File: src/rtl/pcdt_pkg.sv
`timescale 1ns / 1ps
`default_nettype none

package pcdt_pkg;

    localparam int TABLE_ENTRIES_DEF = 20;
    localparam int MAX_BYTES_DEF     = 25;

    localparam int OP_W     = 2;
    localparam int BYTE_W   = 8;
    localparam int CHAN_W   = 7;
    localparam int IDX_W    = 5;
    localparam int STATUS_W = 3;
    localparam int TOTAL_W  = 5;
    localparam int RLEN_W   = 5;

    localparam logic [OP_W-1:0] OP_BYTE  = 2'd0;
    localparam logic [OP_W-1:0] OP_CLEAR = 2'd1;
    localparam logic [OP_W-1:0] OP_READ  = 2'd2;

    typedef enum logic [1:0] {
        K_BYTE  = 2'd0,
        K_END   = 2'd1,
        K_CLEAR = 2'd2,
        K_READ  = 2'd3
    } t_kind;

    typedef enum logic [STATUS_W-1:0] {
        ST_STORED     = 3'd0,
        ST_DUP        = 3'd1,
        ST_FULL       = 3'd2,
        ST_LONG       = 3'd3,
        ST_CLEARED    = 3'd4,
        ST_READ_OK    = 3'd5,
        ST_READ_EMPTY = 3'd6,
        ST_RSVD       = 3'd7
    } t_status;

    typedef struct packed {
        t_kind             kind;
        logic [BYTE_W-1:0] data_byte;
        logic [CHAN_W-1:0] channel;
        logic [IDX_W-1:0]  entry_index;
        logic [IDX_W-1:0]  byte_index;
    } t_cmd;

    typedef struct packed {
        t_status            status;
        logic [TOTAL_W-1:0] entry_total;
        logic [BYTE_W-1:0]  read_byte;
        logic [RLEN_W-1:0]  read_length;
        logic [CHAN_W-1:0]  read_channel;
    } t_res;

    function automatic int f_idx_w(input int n);
        return (n > 1) ? $clog2(n) : 1;
    endfunction

endpackage

`default_nettype wire

File: src/rtl/pcdt_front.sv
`timescale 1ns / 1ps
`default_nettype none

module pcdt_front import pcdt_pkg::*; (
    input  wire logic              i_clk,
    input  wire logic              i_rst_n,
    input  wire logic              i_valid,
    output logic                   o_ready,
    input  wire logic [OP_W-1:0]   i_op,
    input  wire logic              i_last,
    input  wire logic [BYTE_W-1:0] i_data_byte,
    input  wire logic [CHAN_W-1:0] i_channel,
    input  wire logic [IDX_W-1:0]  i_entry_index,
    input  wire logic [IDX_W-1:0]  i_byte_index,
    output logic                   o_cmd_valid,
    input  wire logic              i_cmd_ready,
    output t_cmd                   o_cmd
);

    t_cmd       r_q [2];
    logic       r_wr;
    logic       r_rd;
    logic [1:0] r_cnt;
    t_cmd       w_cmd;
    logic       w_keep;
    logic       w_push;
    logic       w_pop;

    always_comb begin
        w_keep = 1'b1;
        case (i_op)
            OP_BYTE:  w_cmd.kind = i_last ? K_END : K_BYTE;
            OP_CLEAR: w_cmd.kind = K_CLEAR;
            OP_READ:  w_cmd.kind = K_READ;
            default: begin
                w_cmd.kind = K_BYTE;
                w_keep     = 1'b0;
            end
        endcase
        w_cmd.data_byte   = i_data_byte;
        w_cmd.channel     = i_channel;
        w_cmd.entry_index = i_entry_index;
        w_cmd.byte_index  = i_byte_index;
    end

    assign o_ready     = (r_cnt != 2'd2);
    assign w_push      = i_valid && o_ready && w_keep;
    assign o_cmd_valid = (r_cnt != 2'd0);
    assign w_pop       = o_cmd_valid && i_cmd_ready;
    assign o_cmd       = r_q[r_rd];

    always_ff @(posedge i_clk) begin
        if (w_push) begin
            r_q[r_wr] <= w_cmd;
        end
    end

    always_ff @(posedge i_clk) begin
        if (!i_rst_n) begin
            r_wr  <= 1'b0;
            r_rd  <= 1'b0;
            r_cnt <= 2'd0;
        end else begin
            if (w_push) begin
                r_wr <= ~r_wr;
            end
            if (w_pop) begin
                r_rd <= ~r_rd;
            end
            r_cnt <= r_cnt + {1'b0, w_push} - {1'b0, w_pop};
        end
    end

endmodule

`default_nettype wire

File: config.mk
export PLATFORM = sky130hd
export DESIGN_NAME = pcdt_front
export DESIGN_NICKNAME = d
export VERILOG_FILES = /design/src/rtl/pcdt_pkg.sv /design/src/rtl/pcdt_front.sv
export SDC_FILE = /design/constraint.sdc
export NUM_CORES = 1
export LEC_CHECK = 0
export CAP_MARGIN = 20
export CORE_MARGIN = 10
export CORE_UTILIZATION = 60
export DETAILED_ROUTE_END_ITERATION = 8
export DONT_BUFFER_PORTS = 1
export GPL_ROUTABILITY_DRIVEN = 0
export PLACE_DENSITY = 0.8
export SYNTH_ARGS = -nofsm -noshare
export SYNTH_HDL_FRONTEND = slang
export SYNTH_SLANG_ARGS = --single-unit
File: constraint.sdc
create_clock -name i_clk -period 3.1 [get_ports i_clk]
set_input_delay 0.31 -clock i_clk [delete_from_list [all_inputs] [get_ports i_clk]]
set_output_delay 0.31 -clock i_clk [all_outputs]
set_load 0.02 [all_outputs]
==> results of run 1 <==
-- cell usage after synthesis --
cell	instances	area, um2
edfxtp_1	54	1620
nand2b_2	1	8.76
or2_2	1	6.26
xnor2_1	1	8.76
buf_12	2	40.0
mux2i_1	1	10.0
nand3_1	1	5.00
mux2_2	7	78.8
dfxtp_1	5	100
nor3_1	1	5.00
o21a_1	1	7.51
nand3b_1	1	7.51
nor2_1	5	18.8
inv_1	5	18.8
buf_6	1	11.3
mux2_4	20	300
and2_1	2	12.5
nand2_1	2	7.51
o21ai_0	1	5.00
ha_1	4	50.1
xor2_1	1	8.76
-- flip-flops by register name (all words and copies together), names as in the netlist, named ones only --
| signal | flops |
|---|---|
| r_q | 54 |
| r_cnt | 2 |
| r_rd | 1 |
| r_wr | 1 |
-- power by group --
| group | leakage [uW] | internal (uW) | switching, uW | total, uW |
|---|---|---|---|---|
| registers | 0.000542 | 1000 | 104 | 1110 |
| clock network | 0.0000784 | 274 | 248 | 522 |
| logic | 0.000291 | 254 | 327 | 581 |
-- kinds of logic (layout without fill, tap and decap cells) --
| kind of cell | count (synthesis) | count (layout) | synth area share (%) |
|---|---|---|---|
| fa+ha+maj | 4 | 4 | 2.15 |
| flops | 59 | 59 | 73.8 |
| buf+inv | 8 | 23 | 3.00 |
| xor+xnor | 2 | 2 | 0.751 |
| mux | 28 | 28 | 16.7 |
| simple gates | 14 | 14 | 3.06 |
| compound gates | 2 | 2 | 0.536 |
-- worst min path at each step --
stage	slack (ps)	cells after the start	startpoint	to
6_report	90	0	i_byte_index[0]	r_q[1][0]
5_1_grt	60	0	i_channel[1]	r_q[1][11]
4_1_cts	70	0	i_channel[4]	r_q[1][14]
3_5_place_dp	410	0	i_channel[3]	r_q[0][13]
3_3_place_gp	410	0	i_entry_index[3]	r_q[0][8]
2_1_floorplan	410	0	i_byte_index[0]	r_q[0][0]
-- worst register-to-register path: stages, from the launching register on --
cell      delay [ps]
dfxtp_1          360
nand2b_2         210
nand3b_1         230
nor2_2           590
buf_4            350
-- placed cells by master, fill, tap and decap left out --
| cell | n |
|---|---|
| and2_1 | 2 |
| buf_4 | 3 |
| clkbuf_1 | 1 |
| clkbuf_8 | 9 |
| clkinv_1 | 3 |
| clkinv_2 | 2 |
| dfxtp_1 | 4 |
| dfxtp_2 | 1 |
| edfxtp_1 | 54 |
| ha_1 | 4 |
| inv_1 | 5 |
| mux2_2 | 7 |
| mux2_4 | 20 |
| mux2i_1 | 1 |
| nand2_1 | 2 |
| nand2b_2 | 1 |
| nand3_1 | 1 |
| nand3b_1 | 1 |
| nor2_1 | 3 |
| nor2_2 | 2 |
| nor3_1 | 1 |
| o21a_1 | 1 |
| o21ai_0 | 1 |
| or2_2 | 1 |
| xnor2_1 | 1 |
| xor2_1 | 1 |
-- metal layers --
layer	track usage [%]	wire, um	vias to the layer above
li1	-	-	460
met1	10.4	1210	484
met2	18.4	1790	50
met3	8.32	559	6
met4	5.61	51	0
met5	0	0	-
-- metrics by stage --
step,std cells,total power [uW]
floorplan,117,1660
detailed placement,165,1720
global placement,165,1690
finish,180,2210
global route,180,2320
CTS,180,2250
-- cell type report --
| cell class | instances | share of cell area, % |
|---|---|---|
| timing repair buffer | 3 | 0.894 |
| tap | 48 | 2.38 |
| multi-input combinational | 50 | 21.7 |
| clock buffer | 10 | 5.07 |
| clock inverter | 5 | 0.845 |
| sequential | 59 | 68.4 |
| inverter | 5 | 0.745 |
==> results.json, run 1 <==
{
  "netlist_area_um2": 2330,
  "drt-initial-drc-count": 72,
  "dp_hpwl_um": 2620,
  "h-tree-depth": 3,
  "crit_cells": 4,
  "fin_crit_sh_pct": 66.0,
  "cp_max_fo": 14,
  "drc": 0,
  "hold_class": "in -> reg",
  "cts.sinks": 59,
  "nFillCells": 260,
  "multi_input_area_um2": 546,
  "slowest_stage": "nor2_2",
  "placed_cell_area_um2": 2370,
  "avgViaCountPerCell": 5.56,
  "maxCapViolations": 0,
  "setup_tns_ps": 0,
  "utilization_pct": 67.8,
  "port_buffers": 0,
  "diodes": 0,
  "antenna_found_initial": 0,
  "grt_pass1_vias": 1113,
  "status": "finished, final reports clean",
  "drtAntennaViolNets": 0,
  "nets": 164,
  "avgRoutedWirePerCell_um": 20.1,
  "cp-start-kind": "register",
  "ctsResizeCount": 0,
  "r2r-start": "r_cnt[0]",
  "drive_gt1_share_pct": 34.8,
  "cp_num_buf_inv": 1,
  "grt_usage_pct": 11.4,
  "core_um2": 3720,
  "cts_buffers": 9,
  "path_clk_slew_ps": 60,
  "vdd_drop_max_uv": 647,
  "die_area_um2": 6780,
  "endpoint": "r_q[1][26]",
  "end_kind": "register",
  "critPathKind": "reg -> reg",
  "syn2layout_area_growth_pct": 7.99,
  "synth_cells": 117,
  "worstSetupStartpoint": "r_cnt[0]",
  "synthesis.nets": 153,
  "postSynthAreaPerCell_um2": 19.9,
  "skew_ps": 5.06,
  "ctsLongestPathBuffers": 2,
  "crit_family": "simple AND/OR/NAND/NOR gates",
  "r2r-end": "r_q[1][26]",
  "gr-total-overflow": 0,
  "cp.arrival_ps": 2060,
  "drt-pass1-iter-count": 4,
  "rrSetupSlack_ps": 1050,
  "chipHeight_um": 82.3,
  "critPathRequiredTime_ps": 3110,
  "worst_hold_slack_ps": 85.9,
  "path_cells": "nand2b_2, nand3b_1, nor2_2, buf_4",
  "cts_setup_buffers": 0,
  "setup_viol": 0,
  "ys_seq_elements": 59,
  "post-route-min-period_ps": 2050,
  "slew_headroom_pct": 44.7,
  "maxSlewViolCount": 0,
  "grt_pass1_wl_um": 5460,
  "io_pins": 61,
  "via_count": 1000,
  "max_clock_freq_mhz": 489,
  "rsz0062_at_grt": "no",
  "leakage_uw": 0.000911,
  "root_buffer": "clkbuf_8",
  "tritoncts": "yes",
  "worst_pin_slew_ps": 829,
  "max_stage_delay_ps": 590,
  "fp.dieW_um": 82.3,
  "worstSkewPairLatency_ps": 320,
  "yosysSeqAreaShare_pct": 73.8,
  "grt_start_max_net_pins": 28,
  "reg2reg_depth": 4,
  "rows": 22,
  "seqCellArea_um2": 1720,
  "finalHoldViolations": 0,
  "initial_core_util_pct": 62.8,
  "powerDensity_nw_per_um2": 877,
  "yosysWarnings": 0,
  "totalWireLength_um": 3610,
  "preCtsSetupSlack_ps": 1020,
  "ctsHoldBuffers": 0,
  "setup_slack_ps": 1050,
  "fin_area_um2": 2520,
  "yosysUniqueCellTypes": 21
}
No activity file was read; power rests on OpenSTA's default activity.
==> inputs of run 2 (changes only) <==
Settings changed: CORE_UTILIZATION 60 to 55, PLACE_DENSITY 0.8 to 0.77.
Clock period 3.1 ns to 1.7 ns, I/O delays scaled along.
==> results.json, run 2 (synthesized netlist as in run 1, its figures left out) <==
{
  "status": "finished, final reports clean",
  "dp_hpwl_um": 2820,
  "vdd_drop_max_uv": 805,
  "cp_num_buf_inv": 1,
  "max_clock_freq_mhz": 615,
  "cp_common_cell": "ha_1",
  "slew_headroom_pct": 79.4,
  "maxSlewViolCount": 0,
  "cts_buffers": 9,
  "die_area_um2": 7250,
  "powerDensity_nw_per_um2": 1520,
  "avgRoutedWirePerCell_um": 18.5,
  "setup_viol": 0,
  "antenna_found_initial": 0,
  "nets": 195,
  "cts.sinks": 59,
  "core_um2": 4060,
  "chipHeight_um": 85.1,
  "drtAntennaViolNets": 0,
  "rows": 23,
  "rsz0062_at_grt": "no",
  "cp.arrival_ps": 1870,
  "root_buffer": "clkbuf_8",
  "critPathRequiredTime_ps": 1940,
  "leakage_uw": 0.00106,
  "finalHoldViolations": 0,
  "critPathKind": "reg -> reg",
  "cp_max_fo": 4,
  "fin_crit_sh_pct": 95.7,
  "setup_tns_ps": 0,
  "cp-start-kind": "register",
  "drt-initial-drc-count": 56,
  "crit_family": "simple AND/OR/NAND/NOR gates",
  "gr-total-overflow": 0,
  "syn2layout_area_growth_pct": 22.7,
  "drive_gt1_share_pct": 32.9,
  "worstSkewPairLatency_ps": 320,
  "max_stage_delay_ps": 340,
  "via_count": 1107,
  "utilization_pct": 70.5,
  "top_regs": "r_q x54, r_cnt x2",
  "top_register": "r_q",
  "p_total_uw": 4340,
  "fp.dieW_um": 85.1,
  "end_kind": "register",
  "totalWireLength_um": 3950,
  "ctsLongestPathBuffers": 2,
  "largest_register_ffs": 54,
  "setup_slack_ps": 73.7,
  "maxCapViolations": 0,
  "grt_pass1_wl_um": 6250,
  "layout_commonest_cell": "edfxtp_1",
  "final_cell_mix": "edfxtp_1 (54), dlygate4sd3_1 (26), mux2_4 (20)",
  "grt_usage_pct": 11.2,
  "drt-pass1-iter-count": 4,
  "cts_setup_buffers": 0,
  "preCtsSetupSlack_ps": 27.8,
  "nFillCells": 252,
  "grt_pass1_vias": 1247,
  "post-route-min-period_ps": 1630,
  "diodes": 0,
  "worst_pin_slew_ps": 309,
  "hold_class": "in -> reg",
  "initial_core_util_pct": 57.5,
  "drc": 0,
  "h-tree-depth": 3,
  "avgViaCountPerCell": 5.17,
  "path_clk_slew_ps": 60,
  "tritoncts": "yes",
  "skew_ps": 7.28,
  "path_cells": "nand2b_2, nand3b_1, ha_1, inv_1, ha_1, xor2_2, and2_1, nor3_2",
  "io_pins": 61,
  "worst_hold_slack_ps": 16.9,
  "grt_start_max_net_pins": 19,
  "slowest_stage": "dfxtp_2",
  "port_buffers": 0
}
[run 2: changes by cell type in the layout (fill, tap and decap cells not counted)]
cell / before / now
dfxtp_1: 4 / 3
clkbuf_1: 1 / 4
dlygate4sd3_1: 0 / 26
clkinv_2: 2 / 1
bufinv_16: 0 / 1
xor2_2: 0 / 1
clkinv_1: 3 / 1
dfxtp_2: 1 / 2
buf_4: 3 / 8
nor3_2: 0 / 1
xor2_1: 1 / 0
nor3_1: 1 / 0
[run 2: per-layer routing]
layer / vias to the layer above / share of wire (%) / global-route usage (%)
li1: 521 / - / -
met4: 0 / 1.3 / 6.29
met3: 5 / 8.3 / 5.35
met1: 544 / 37 / 11.1
met2: 37 / 54 / 18.8
met5: - / 0 / 0
[run 2: what timing repair did]
item                       in CTS  in global routing
setup endpoints to repair       0                  1
hold buffers                   26                  0
gates resized for setup         0                  3
hold endpoints to repair       51                  0
[run 2: per-stage QoR]
| step | std cells | instance area [um2] |
|---|---|---|
| 2_1_floorplan | 117 | 2340 |
| 3_3_place_gp | 172 | 2410 |
| 3_5_place_dp | 172 | 2410 |
| 4_1_cts | 214 | 2850 |
| 5_1_grt | 214 | 2860 |
| 6_report | 214 | 2860 |
[run 2: path summary, 6_finish.rpt]
kind            start  endpoint  slack (ps)  cells after the start
max          r_cnt[0]  r_cnt[1]          70                      8
max reg2reg  r_cnt[0]  r_cnt[1]          70                      8
min reg2reg      r_wr      r_wr         510                      2
min           i_rst_n      r_wr          20                      2
[run 2: power by group]
part / internal [uW] / switching, uW / total (uW) / leakage, uW
Sequential: 1830 / 74.8 / 1900 / 0.000542
Clock: 672 / 465 / 1140 / 0.0000890
Combinational: 551 / 749 / 1300 / 0.000425
Total: 3050 / 1290 / 4340 / 0.00106
[run 2: area by class of cell]
class,instances,area (um2),area share [%]
inverters,5,18.8,0.656
clock buffers,13,139,4.85
well taps,50,62.6,2.19
repair buffers,34,320,11.2
flip-flops and latches,59,1720,60.3
multi-input cells,50,558,19.5
clock inverters,3,38.8,1.36
==> inputs of run 3 (changes only) <==
Settings changed: ABC_AREA set to 1.
==> results.json, run 3 <==
{
  "path_cells": "inv_1, nand2_1, nand2_1, ha_1, inv_1, ha_1, inv_1, nand2_1, a21oi_1, nor2_1",
  "synth_commonest_cells": "edfxtp_1 (54), mux2_4 (20), inv_1 (11)",
  "critPathRequiredTime_ps": 1910,
  "syn2layout_area_growth_pct": 22.1,
  "io_pins": 61,
  "fin_area_um2": 2860,
  "worst_pin_slew_ps": 301,
  "yosysUniqueCellTypes": 13,
  "gr-total-overflow": 0,
  "max_clock_freq_mhz": 631,
  "switchingPower_uw": 1160,
  "root_buffer": "clkbuf_8",
  "synthesis.nets": 165,
  "diodes": 0,
  "synth_ff_type": "edfxtp_1",
  "yosysWarnings": 0,
  "skew_ps": 3.02,
  "drt-pass1-iter-count": 4,
  "drc": 0,
  "hold_class": "in -> reg",
  "stdcell_count": 225,
  "yosysSeqAreaShare_pct": 73.4,
  "status": "finished, final reports clean",
  "port_buffers": 0,
  "synth_area_leaders": "edfxtp_1 (69%), mux2_4 (13%), dfxtp_1 (4.3%), mux2_2 (3.4%), ha_1 (2.1%)",
  "setup_viol": 0,
  "top_register": "r_q",
  "drt-initial-drc-count": 88,
  "finalHoldViolations": 0,
  "critPathKind": "reg -> reg",
  "cp-start-kind": "register",
  "power_frac_comb_pct": 26.7,
  "cp.arrival_ps": 1790,
  "seqPwrFrac_pct": 45.9,
  "cp_max_fo": 3,
  "p_total_uw": 4020,
  "tritoncts": "yes",
  "chipHeight_um": 85.3,
  "worstSkewPairLatency_ps": 320,
  "ys_seq_elements": 59,
  "post-route-min-period_ps": 1580,
  "ctsLongestPathBuffers": 2,
  "via_count": 1174,
  "pwr-share-clk_pct": 27.4,
  "cts.sinks": 59,
  "core_um2": 4060,
  "drtAntennaViolNets": 0,
  "synth_top_area_cell": "edfxtp_1",
  "path_clk_slew_ps": 60,
  "top_regs": "r_q x54, r_cnt x2",
  "rsz0062_at_grt": "no",
  "drive_gt1_share_pct": 28.0,
  "placed_cell_area_um2": 2430,
  "cts_setup_buffers": 0,
  "slew_headroom_pct": 79.8,
  "leakage_uw": 0.00109,
  "grt_start_max_net_pins": 18,
  "grt_pass1_wl_um": 6580,
  "worst_hold_slack_ps": 63.8,
  "fin_crit_sh_pct": 93.2,
  "netlist.area_leader.share_pct": 69.1,
  "postSynthAreaPerCell_um2": 18.2,
  "end_kind": "register",
  "max_stage_delay_ps": 370,
  "yosysMostFrequentCell": "edfxtp_1",
  "dp_hpwl_um": 3030,
  "fp.dieW_um": 85.3,
  "final_cell_mix": "edfxtp_1 (54), dlygate4sd3_1 (26), mux2_4 (20)",
  "dp_cells": 185,
  "avgRoutedWirePerCell_um": 18.2,
  "h-tree-depth": 3,
  "initial_core_util_pct": 57.8,
  "grt_usage_pct": 11.8,
  "netlist_area_um2": 2350,
  "die_area_um2": 7280,
  "cts_buffers": 9,
  "slowest_stage": "dfxtp_1",
  "setup_tns_ps": 0,
  "synthArstFlopShare_pct": 0,
  "largest_register_ffs": 54,
  "maxCapViolations": 0,
  "totalWireLength_um": 4100,
  "powerDensity_nw_per_um2": 1410,
  "avgViaCountPerCell": 5.22,
  "p_int_uw": 2860,
  "maxSlewViolCount": 0,
  "antenna_found_initial": 0,
  "grt_pass1_vias": 1265,
  "p_sw_share_pct": 28.9,
  "vdd_drop_max_uv": 1020,
  "synth-edff-count": 54,
  "layout_commonest_cell": "edfxtp_1",
  "synth_cells": 129,
  "nets": 208,
  "rows": 23
}
-- run 3: cell count changes in the layout (fill, tap and decap cells not counted), sizes merged, moves of 2 or more --
| cell | before | now |
|---|---|---|
| a21oi | 0 | 2 |
| clkinv | 2 | 4 |
| inv | 5 | 11 |
| nand2 | 2 | 9 |
| nor2 | 5 | 9 |
| nand3 | 1 | 4 |
| clkbuf | 13 | 9 |
| and2 | 2 | 0 |
-- run 3: cell type report --
| class | instances | area, um2 |
|---|---|---|
| Multi-Input combinational cell | 56 | 539 |
| Clock inverter | 5 | 46.3 |
| Tap cell | 50 | 62.6 |
| Inverter | 11 | 41.3 |
| Clock buffer | 9 | 124 |
| Sequential cell | 59 | 1720 |
| Fill cell | 246 | 1190 |
| Timing Repair Buffer | 35 | 328 |
-- run 3: path summary, 6_finish.rpt --
kind	slack, ps	end	startpoint	cells after the start
setup reg to reg	120	r_cnt[1]	r_cnt[0]	10
hold reg to reg	520	register	r_rd	2
setup / recovery	120	r_cnt[1]	r_cnt[0]	10
hold / removal	60	register	i_cmd_ready	3
-- run 3: worst max-delay path: cells and delay by family, from the launching register on --
kind,cells,cell delay [ps]
simple gates,4,300
compound gates,1,170
fa+ha+maj,2,470
flops,1,370
buf+inv,3,160
-- run 3: what timing repair did --
action / 4_1_cts / 5_1_grt
gates resized for setup: 0 / 0
hold endpoints to repair: 55 / 0
hold buffers: 26 / 0
-- run 3: logic make-up after synthesis --
family                     count (synthesis)  share of synthesized area [%]
muxes                                     27                           16.2
adders and majority gates                  4                           2.13
AOI/OAI and AO/OA                          3                          0.640
and+or+nand+nor                           22                           3.73
DFF                                       59                           73.4
buffers and inverters                     14                           3.95
-- run 3: metal layers --
layer | share of wire [%] | up-vias | GRT usage [%]
li1 | - | 556 | -
met1 | 36 | 559 | 12.0
met2 | 53 | 49 | 19.8
met3 | 8.8 | 10 | 5.74
met4 | 1.5 | 0 | 5.84
met5 | 0 | - | 0
-- run 3: power groups by stage --
stage          registers, uW  clock network (uW)  logic, uW
2_1_floorplan           1860                   0        906
3_3_place_gp            1860                   0       1000
3_5_place_dp            1880                   0       1040
4_1_cts                 1850                1140       1100
5_1_grt                 1860                1210       1150
6_report                1850                1100       1070
-- run 3: per-stage QoR --
| stage | setup slack [ps] | util [%] |
|---|---|---|
| 4_1_cts | 115 | 70.6 |
| 5_1_grt | 9.82 | 70.6 |
| 3_3_place_gp | 228 | 60.0 |
| 6_report | 115 | 70.6 |
| 2_1_floorplan | 44.6 | - |
| 3_5_place_dp | 101 | 60.0 |
